File: src/hdl/mcue_pkg.sv
// Package for the upwind Markov-chain expectation block.
// Holds shared widths, register indexes, the queued item type and the config type.
// No dependencies.
package mcue_pkg;

  localparam int FRAC_BITS    = 16;
  localparam int DATA_W       = 32;
  localparam int SPC_W        = 31;
  localparam int RATE_W       = 48;
  localparam int DIM_W        = 3;
  localparam int CFG_IDX_W    = 3;
  localparam int DEF_MAX_DIMS = 4;

  localparam logic [CFG_IDX_W-1:0] REG_SPACING_0   = 3'd0;
  localparam logic [CFG_IDX_W-1:0] REG_SPACING_1   = 3'd1;
  localparam logic [CFG_IDX_W-1:0] REG_SPACING_2   = 3'd2;
  localparam logic [CFG_IDX_W-1:0] REG_SPACING_3   = 3'd3;
  localparam logic [CFG_IDX_W-1:0] REG_MIN_SPACING = 3'd4;

  localparam logic [SPC_W-1:0] ONE_SPC = SPC_W'(1 << FRAC_BITS);
  localparam logic [SPC_W-1:0] MAX31   = {SPC_W{1'b1}};

  typedef struct packed {
    logic signed [DATA_W-1:0] drift;
    logic signed [DATA_W-1:0] diffusion;
    logic                     use_minus;
    logic                     use_plus;
    logic signed [DATA_W-1:0] cost_minus;
    logic signed [DATA_W-1:0] cost_plus;
    logic signed [DATA_W-1:0] self_cost;
    logic                     last;
    logic                     drop;
    logic [DIM_W-1:0]         dim;
  } item_t;

  typedef struct packed {
    logic [3:0][SPC_W-1:0] spacing;
    logic [SPC_W-1:0]      min_spacing;
  } cfg_t;

endpackage

File: src/hdl/mcue_queue.sv
// Two-entry queue of classified items between front and back end.
// Depends on mcue_pkg.
module mcue_queue import mcue_pkg::*; (
  input  logic  clk_i,
  input  logic  rst_ni,
  input  logic  push_i,
  input  item_t item_i,
  input  logic  pop_i,
  output logic  full_o,
  output logic  empty_o,
  output item_t item_o
);

  item_t       mem_q [2];
  logic        wr_q, rd_q;
  logic [1:0]  cnt_q;

  assign full_o  = (cnt_q == 2'd2);
  assign empty_o = (cnt_q == 2'd0);
  assign item_o  = mem_q[rd_q];

  always_ff @(posedge clk_i) begin
    if (push_i) begin
      mem_q[wr_q] <= item_i;
    end
  end

  always_ff @(posedge clk_i or negedge rst_ni) begin
    if (!rst_ni) begin
      wr_q  <= 1'b0;
      rd_q  <= 1'b0;
      cnt_q <= 2'd0;
    end else begin
      if (push_i) wr_q <= !wr_q;
      if (pop_i) rd_q <= !rd_q;
      cnt_q <= cnt_q + {1'b0, push_i} - {1'b0, pop_i};
    end
  end

endmodule

File: config.mk
export PLATFORM = sky130hd
export DESIGN_NAME = mcue_queue
export DESIGN_NICKNAME = d
export VERILOG_FILES = /design/src/hdl/mcue_pkg.sv /design/src/hdl/mcue_queue.sv
export SDC_FILE = /design/constraint.sdc
export NUM_CORES = 1
export LEC_CHECK = 0
export ABC_AREA = 1
export BUFFER_PORTS_ARGS = -buffer_cell sky130_fd_sc_hd__buf_4
export CORE_UTILIZATION = 50
export DETAILED_ROUTE_END_ITERATION = 16
export GPL_TIMING_DRIVEN = 0
export PLACE_DENSITY = 0.85
export SYNTH_ARGS = -nofsm -noshare
export SYNTH_HDL_FRONTEND = slang
export SYNTH_SLANG_ARGS = --single-unit
File: constraint.sdc
create_clock -name clk_i -period 25.4 [get_ports clk_i]
set_input_delay 5.08 -clock clk_i [delete_from_list [all_inputs] [get_ports clk_i]]
set_output_delay 5.08 -clock clk_i [all_outputs]
set_load 0.01 [all_outputs]
==> flow_summary.ini <==
[status]
outcome = finished, final reports clean

[pwr]
p_per_area_nw_per_um2 = 115
peakVddDrop_mv = 0.0862
power_leakage_uw = 0.00713

[detailed_routing]
drc = 0
drt-total-wl_um = 29300
avgViaCountPerCell = 5.00
dr.pass1.iters = 5
wire_per_inst_um = 18.0
ant_nets = 0
drt_iter0_drc = 669
route.vias.total = 8125

[clock_tree]
root_buffer = clkbuf_16
cts_hold_buf = 0
cts.path.max_buffers = 3
cts_buffers = 34
cts_tree = built
clock-sinks = 338
clock_latency_ns = 0.49
post_cts_resized = 0
clkTransAtPathRegs_ns = 0.06
post_cts_buffers = 0
htreeDepth = 2

[logic_synthesis]
synth_edf_count = 334
ys_warn_count = 0
synth_fp_nets = 1070
synth_flop_cell = edfxtp_1
syn_area_um2 = 12600
ys_seq_area_frac = 0.804
synth.top_cell.area_share = 0.796
yosys.area.top_type = edfxtp_1
synth.distinct_cells = 14
ys_top_cells_by_count = edfxtp_1, inv_1, nand2_1
synth_area_per_cell_um2 = 14.1
async_reset_ff_frac = 0.0118
synthCells = 897
synth.most_common_cell = edfxtp_1
synth-seq-cells = 338
netlist_top_cells_area = edfxtp_1, inv_1, nand2_1, o21ai_0, o21ai_1

[worst_setup_path]
cp_max_fo = 10
start_kind = flop
cpPeakStageDelay_ns = 0.52
crit_type = reg -> out
worstPathRequired_ns = 20.32
endpoint_kind = primary output
arrival_ns = 2.18
crit_buf_inv = 3
crit_chain = buf_2 > clkbuf_1 > o21ai_0 > buf_4
cpMaxStageDelayCell = clkbuf_1
critPathTopFamily = buffers and inverters

[timing]
slew_violations = 0
hold_violations = 0
fin_crit_ns = 7.26
period_share = 0.286
setup_tns_ns = 0
rsz0062_at_grt = no
setup_viol = 0
whs_ns = 0.558
relSlewSlack = 0.445
worst_pin_slew_ns = 0.831
fmax_mhz = 138
fin_worst_skew_ns = 0.00808

[floorplan]
std_cell_rows = 57
die_w_um = 161
io_pins = 340
design.core.area_um2 = 24500
fp.dieH_um = 161
start_util = 0.514
dieArea_um2 = 25900

[grt]
grt_pass1_vias = 8353
overflow = 0
antenna_found_initial = 0
grt_usage = 0.226
grt_pass1_wl_um = 43900
grt_max_degree = 102

[layout]
instances_no_fill = 1625
nets = 1451
layout.area.seq_um2 = 10100
multi_input_comb_area_um2 = 1550
drive_gt1_frac = 0.322
finalInstanceArea_um2 = 16800
fillers = 1599
areaGrowthSynthToFinish_pct = 33.4
antennaDiodeCount = 0

[placed_design]
portBuffers = 339
hpwl_um = 19800
post_dp_cell_area_um2 = 15700
place_congestion = 0.791
dp.cells = 1566

[hold_path]
hold_class = reg -> reg

[flow_run]
max_cap_violations = 0
final cells by class:
class	count	share of cell area
Sequential cell	338	0.603
Timing Repair Buffer	345	0.159
Multi-Input combinational cell	348	0.0923
Clock buffer	40	0.0557
Inverter	174	0.0393
Tap cell	324	0.0241
Buffer	37	0.0166
Clock inverter	19	0.00997
logic make-up after synthesis:
family,synth area share
buf+inv,0.0739
compound gates,0.0663
xor+xnor,0.00139
fa+ha+maj,0.00198
simple gates,0.0528
flops,0.804
per-stage QoR:
| step | utilization | total power (uW) | setup slack, ns |
|---|---|---|---|
| 6_report | 0.685 | 1930 | 18.14 |
| 5_1_grt | 0.685 | 2020 | 17.98 |
| 4_1_cts | 0.685 | 1950 | 18.08 |
| 3_5_place_dp | 0.640 | 1450 | 18.61 |
| 3_3_place_gp | 0.634 | 1460 | 8.60 |
| 2_1_floorplan | - | 1110 | 12.60 |
path summary, 6_finish.rpt:
path	endpoint	slack [ns]	startpoint	cells after the start
setup / recovery	item_o[144]	18.14	rd_q	4
hold / removal	wr_q	0.56	wr_q	1
setup reg to reg	mem_q[0][34]	23.40	wr_q	3
hold reg to reg	wr_q	0.56	wr_q	1
max in group asynchronous	rd_q	20.93	rst_ni	1
min in group asynchronous	cnt_q[1]	4.37	rst_ni	1
state kept, by name, indices dropped and copies added, names as in the netlist:
name   count
rd_q       1
mem_q    334
wr_q       1
cnt_q      2
power breakdown:
group	internal [uW]	total (uW)	switching (uW)
Combinational	281	674	393
Sequential	739	765	25.7
Clock	293	490	197
metal layers:
metal / wire length (um) / vias to the layer above / global-route usage / share of wire
met4: 1040 / 0 / 0.0931 / 0.035
met1: 10200 / 3843 / 0.245 / 0.35
met5: 0 / - / 0 / 0
met2: 14800 / 416 / 0.400 / 0.51
met3: 3170 / 72 / 0.0803 / 0.11
li1: - / 3794 / - / -
placed cells by master, fill, tap and decap left out:
master / instances
buf_6: 17
clkbuf_1: 15
nor2_1: 2
edfxtp_1: 334
nor2_4: 1
clkinv_4: 1
clkinvlp_4: 2
clkinv_1: 9
inv_8: 1
buf_12: 4
ha_1: 2
clkbuf_16: 37
o21ai_1: 78
buf_4: 340
inv_1: 173
clkinv_2: 4
buf_16: 2
xor2_1: 2
nand3_1: 1
nand2_1: 173
bufinv_16: 3
dfrtp_1: 4
buf_2: 7
o21ai_0: 89
Power figures use the tool's default switching activity.
