==> src/hdl/mcue_pkg.sv <==
// Package for the upwind Markov-chain expectation block.
// Holds shared widths, register indexes, the queued item type and the config type.
// No dependencies.
package mcue_pkg;

  localparam int FRAC_BITS    = 16;
  localparam int DATA_W       = 32;
  localparam int SPC_W        = 31;
  localparam int RATE_W       = 48;
  localparam int DIM_W        = 3;
  localparam int CFG_IDX_W    = 3;
  localparam int DEF_MAX_DIMS = 4;

  localparam logic [CFG_IDX_W-1:0] REG_SPACING_0   = 3'd0;
  localparam logic [CFG_IDX_W-1:0] REG_SPACING_1   = 3'd1;
  localparam logic [CFG_IDX_W-1:0] REG_SPACING_2   = 3'd2;
  localparam logic [CFG_IDX_W-1:0] REG_SPACING_3   = 3'd3;
  localparam logic [CFG_IDX_W-1:0] REG_MIN_SPACING = 3'd4;

  localparam logic [SPC_W-1:0] ONE_SPC = SPC_W'(1 << FRAC_BITS);
  localparam logic [SPC_W-1:0] MAX31   = {SPC_W{1'b1}};

  typedef struct packed {
    logic signed [DATA_W-1:0] drift;
    logic signed [DATA_W-1:0] diffusion;
    logic                     use_minus;
    logic                     use_plus;
    logic signed [DATA_W-1:0] cost_minus;
    logic signed [DATA_W-1:0] cost_plus;
    logic signed [DATA_W-1:0] self_cost;
    logic                     last;
    logic                     drop;
    logic [DIM_W-1:0]         dim;
  } item_t;

  typedef struct packed {
    logic [3:0][SPC_W-1:0] spacing;
    logic [SPC_W-1:0]      min_spacing;
  } cfg_t;

endpackage

==> src/hdl/mcue_front.sv <==
// Front end: accepts input transfers, numbers the dimension and marks surplus ones.
// Depends on mcue_pkg.
module mcue_front import mcue_pkg::*; #(
  parameter int MAX_DIMS = DEF_MAX_DIMS
) (
  input  logic                     clk_i,
  input  logic                     rst_ni,
  input  logic                     in_valid_i,
  output logic                     in_stall_o,
  input  logic signed [DATA_W-1:0] drift_i,
  input  logic signed [DATA_W-1:0] diffusion_i,
  input  logic                     use_minus_i,
  input  logic                     use_plus_i,
  input  logic signed [DATA_W-1:0] cost_minus_i,
  input  logic signed [DATA_W-1:0] cost_plus_i,
  input  logic signed [DATA_W-1:0] self_cost_i,
  input  logic                     last_i,
  input  logic                     full_i,
  output logic                     push_o,
  output item_t                    item_o
);

  localparam int CNT_W = $clog2(MAX_DIMS + 1);

  logic [CNT_W-1:0] count_q, count_d;
  logic             drop;

  assign in_stall_o = full_i;
  assign push_o     = in_valid_i && !full_i;
  assign drop       = (count_q == CNT_W'(MAX_DIMS));

  always_comb begin
    item_o.drift      = drift_i;
    item_o.diffusion  = diffusion_i;
    item_o.use_minus  = use_minus_i;
    item_o.use_plus   = use_plus_i;
    item_o.cost_minus = cost_minus_i;
    item_o.cost_plus  = cost_plus_i;
    item_o.self_cost  = self_cost_i;
    item_o.last       = last_i;
    item_o.drop       = drop;
    item_o.dim        = DIM_W'(count_q);
  end

  always_comb begin
    count_d = count_q;
    if (push_o) begin
      if (last_i) begin
        count_d = '0;
      end else if (!drop) begin
        count_d = count_q + 1'b1;
      end
    end
  end

  always_ff @(posedge clk_i or negedge rst_ni) begin
    if (!rst_ni) begin
      count_q <= '0;
    end else begin
      count_q <= count_d;
    end
  end

endmodule

==> config.mk <==
export PLATFORM = sky130hd
export DESIGN_NAME = mcue_front
export DESIGN_NICKNAME = d
export VERILOG_FILES = /design/src/hdl/mcue_pkg.sv /design/src/hdl/mcue_front.sv
export SDC_FILE = /design/constraint.sdc
export NUM_CORES = 1
export LEC_CHECK = 0
export ABC_AREA = 0
export BUFFER_PORTS_ARGS = -buffer_cell sky130_fd_sc_hd__buf_4
export CAP_MARGIN = 20
export CELL_PAD_IN_SITES_DETAIL_PLACEMENT = 1
export CELL_PAD_IN_SITES_GLOBAL_PLACEMENT = 2
export CORE_AREA = 2 2 130 132
export CTS_CLUSTER_SIZE = 16
export DETAILED_ROUTE_END_ITERATION = 10
export DIE_AREA = 0 0 132 134
export PLACE_DENSITY_LB_ADDON = 0.1
export SETUP_SLACK_MARGIN = 0.02
export SYNTH_ARGS = -nofsm -noshare
export SYNTH_HDL_FRONTEND = slang
export SYNTH_SLANG_ARGS = --single-unit
==> constraint.sdc <==
create_clock -name clk_i -period 1.5 [get_ports clk_i]
set_input_delay 0.075 -clock clk_i [delete_from_list [all_inputs] [get_ports clk_i]]
set_output_delay 0.075 -clock clk_i [all_outputs]
set_load 0.02 [all_outputs]
==> load_flow_metrics.sql <==
INSERT INTO impl_metrics (metric_group, metric, value, unit) VALUES
('floorplan', 'design.portCount', '336', ''),
('cts', 'cts_made_buffers', '3', ''),
('synth', 'synthDistinctLibCells', '13', ''),
('timing', 'report.final.hold_viol_count', '0', ''),
('grt', 'gr_ovfl_total', '0', ''),
('synth', 'ys_seq_area_frac', '0.0525', ''),
('floorplan', 'floorplan.die.height', '134', 'um'),
('grt', 'globalRouteTotalUtil', '0.0234', ''),
('finish', 'largest_reg_flops', '3', ''),
('routing', 'routed_wirelength', '2190', 'um'),
('grt', 'first_global_vias', '464', ''),
('cts', 'clock-root-buffer', 'sky130_fd_sc_hd__clkbuf_16', ''),
('cts', 'clk_lat_worst_skew', '0.23', 'ns'),
('finish', 'fin_util', '0.0391', ''),
('routing', 'dr_total_vias', '394', ''),
('job', 'drv.max_cap_violation_count', '0', ''),
('cts', 'max-clock-path-buffers', '2', ''),
('worst_hold_path', 'min_path_type', 'input pin to primary output', ''),
('placed_design', 'numPortBuffers', '11', ''),
('synth', 'synth_top_cell_area_share', '0.867', ''),
('floorplan', 'core_region_area', '16300', 'um2'),
('grt', 'maximum_number_of_pins_on_one_net_before_global_route_repair', '7', ''),
('timing', 'slew_headroom', '0.855', ''),
('finish', 'synthToLayoutAreaGrowth', '-55.4', '%'),
('placed_design', 'dp_hpwl', '1810', 'um'),
('timing', 'worst_slew_pin_slew', '0.217', 'ns'),
('power_and_ir_drop', 'power.density', '1090', 'nW/um2'),
('synth', 'syn_inst', '184', ''),
('timing', 'clock.fmax', '749', 'MHz'),
('finish', 'register_name_with_the_most_flops', 'count_q', ''),
('routing', 'drt_first_iter_violations', '6', ''),
('grt', 'grt_antenna_before_repair', '0', ''),
('timing', 'timing.final.setup_violations', '0', ''),
('cts', 'path_clk_slew', '0.03', 'ns'),
('synth', 'synth.top_cells.by_area', 'sky130_fd_sc_hd__buf_4, sky130_fd_sc_hd__dfrtp_1, sky130_fd_sc_hd__ha_1', ''),
('power_and_ir_drop', 'static-leakage-power', '0.000198', 'uW'),
('placed_design', 'finalWeightedCongestion', '0.594', ''),
('synth', 'synth_nets', '353', ''),
('run_status', 'status', 'finished, final reports clean', ''),
('floorplan', 'core.rowCount', '47', ''),
('setup_path', 'timing.critical_path.fanout_max', '5', ''),
('finish', 'filler_cell_count', '1951', ''),
('timing', 'rsz0062_at_grt', 'no', ''),
('synth', 'ys_warn_count', '0', ''),
('routing', 'drtPass1Iterations', '3', ''),
('floorplan', 'initial_core_util', '0.0877', ''),
('routing', 'route.detailed.drc', '0', ''),
('finish', 'antenna_cells', '0', ''),
('timing', 'finalHoldWorstSlack', '0.150', 'ns'),
('cts', 'clkSinkCount', '3', ''),
('floorplan', 'die_width', '132', 'um'),
('finish', 'seq_area', '75.1', 'um2'),
('finish', 'multi_input_comb_area', '100', 'um2'),
('timing', 'final_max_slew_viol_count', '0', ''),
('timing', 'clock-skew-final', '0.00156', 'ns'),
('finish', 'design.final.nets', '205', ''),
('cts', 'ctsHtreeMaxLevel', '1', ''),
('grt', 'grt_pass1_wl', '2930', 'um'),
('setup_path', 'crit_type', 'flip-flop to primary output', ''),
('setup_path', 'end_kind', 'primary output', ''),
('power_and_ir_drop', 'power.ir.vdd_worst', '0.235', 'mV'),
('synth', 'yosys.area.top_type', 'sky130_fd_sc_hd__buf_4', ''),
('routing', 'ant_nets', '0', ''),
('cts', 'ctsResizeCount', '0', ''),
('setup_path', 'start_kind', 'flip-flop', ''),
('timing', 'post-route-min-period', '1.34', 'ns'),
('setup_path', 'worst_ep_arrival_time', '1.26', 'ns'),
('placed_design', 'placed_area', '548', 'um2'),
('finish', 'post_route_cells_drive_above_1_share', '0.486', ''),
('cts', 'post_cts_setup_buffer_count', '0', ''),
('cts', 'postCtsHoldBufs', '1', ''),
('timing', 'setup_tns', '0', 'ns'),
('synth', 'syn_area', '1430', 'um2'),
('setup_path', 'critical_path_required', '1.42', 'ns'),
('synth', 'synth.avg_cell_area', '7.77', 'um2'),
('routing', 'wire_per_inst', '8.58', 'um'),
('timing', 'fin_crit_sh', '0.891', ''),
('finish', 'post_route_cell_area', '637', 'um2'),
('routing', 'vias_per_cell', '1.55', ''),
('floorplan', 'dieArea', '17700', 'um2'),
('synth', 'ys_ff_latch', '3', ''),
('cts', 'tritoncts', 'done', ''),
('finish', 'largestRegisters', 'count_q: 3 flops', '');
-- power by group --
part	internal, uW	total, uW	leakage, uW	switching (uW)
logic	67.0	150	0.000120	83.3
registers	98.2	118	0.0000398	20.2
clock network	351	428	0.0000382	76.7
-- stage by stage --
step	setup slack, ns	total power, uW	instances
global route	0.0954	726	255
CTS	0.144	709	255
detailed placement	0.295	272	250
finish	0.164	696	255
global placement	0.255	279	250
floorplan	0.266	836	184
-- worst max-delay path, stage by stage, from the launching register on --
cell                      delay, ns
sky130_fd_sc_hd__dfrtp_1       0.40
sky130_fd_sc_hd__inv_1         0.06
sky130_fd_sc_hd__ha_1          0.21
sky130_fd_sc_hd__nand2_1       0.13
sky130_fd_sc_hd__inv_1         0.08
sky130_fd_sc_hd__buf_4         0.16
-- path summary, 6_finish.rpt --
check                                    endpoint              startpoint  cells past startpoint  slack [ns]
max in group asynchronous  count_q[0]$_DFFE_PN0P_                  rst_ni                      2        1.22
setup reg to reg           count_q[0]$_DFFE_PN0P_  count_q[0]$_DFFE_PN0P_                      5        0.30
hold reg to reg            count_q[1]$_DFFE_PN0P_  count_q[1]$_DFFE_PN0P_                      1        0.56
hold / removal                        item_o[101]              use_plus_i                      0        0.15
min in group asynchronous  count_q[1]$_DFFE_PN0P_                  rst_ni                      2        0.18
setup / recovery                        item_o[3]  count_q[0]$_DFFE_PN0P_                      5        0.16
-- synth_stat cells --
cell / number
sky130_fd_sc_hd__inv_1: 4
sky130_fd_sc_hd__nand2_1: 1
sky130_fd_sc_hd__a32o_1: 1
sky130_fd_sc_hd__buf_4: 165
sky130_fd_sc_hd__ha_1: 2
sky130_fd_sc_hd__o2bb2ai_1: 1
sky130_fd_sc_hd__nor2_1: 1
sky130_fd_sc_hd__a31o_2: 1
sky130_fd_sc_hd__nand3b_1: 1
sky130_fd_sc_hd__o21ai_2: 1
sky130_fd_sc_hd__dfrtp_1: 3
sky130_fd_sc_hd__nor2b_4: 1
sky130_fd_sc_hd__a21oi_1: 2
-- layer usage --
| metal | wire length (um) | global-route usage |
|---|---|---|
| met3 | 492 | 0.0238 |
| met2 | 737 | 0.0240 |
| met4 | 512 | 0.0592 |
| met1 | 445 | 0.0109 |
| met5 | 0 | 0 |
-- area by class of cell --
class | instances | share of cell area
Multi-Input combinational cell | 12 | 0.157
Tap cell | 220 | 0.432
Sequential cell | 3 | 0.118
Timing Repair Buffer | 12 | 0.145
Inverter | 4 | 0.0236
Clock buffer | 4 | 0.124
-- cells by family after synthesis --
group / after synthesis / share of synthesized area
AOI/OAI and AO/OA: 6 / 0.0324
buffers and inverters: 169 / 0.877
and+or+nand+nor: 4 / 0.0201
adders and majority gates: 2 / 0.0175
DFF: 3 / 0.0525
-- cells in the final DEF, fill, tap and decap left out --
| master | instances |
|---|---|
| sky130_fd_sc_hd__a21oi_1 | 2 |
| sky130_fd_sc_hd__a31o_2 | 1 |
| sky130_fd_sc_hd__a32o_1 | 1 |
| sky130_fd_sc_hd__buf_4 | 11 |
| sky130_fd_sc_hd__clkbuf_1 | 1 |
| sky130_fd_sc_hd__clkbuf_16 | 3 |
| sky130_fd_sc_hd__dfrtp_1 | 3 |
| sky130_fd_sc_hd__dlygate4sd3_1 | 1 |
| sky130_fd_sc_hd__ha_1 | 2 |
| sky130_fd_sc_hd__inv_1 | 4 |
| sky130_fd_sc_hd__nand2_1 | 1 |
| sky130_fd_sc_hd__nand3b_1 | 1 |
| sky130_fd_sc_hd__nor2_1 | 1 |
| sky130_fd_sc_hd__nor2b_4 | 1 |
| sky130_fd_sc_hd__o21ai_2 | 1 |
| sky130_fd_sc_hd__o2bb2ai_1 | 1 |
No activity file was read; power rests on OpenSTA's default activity.
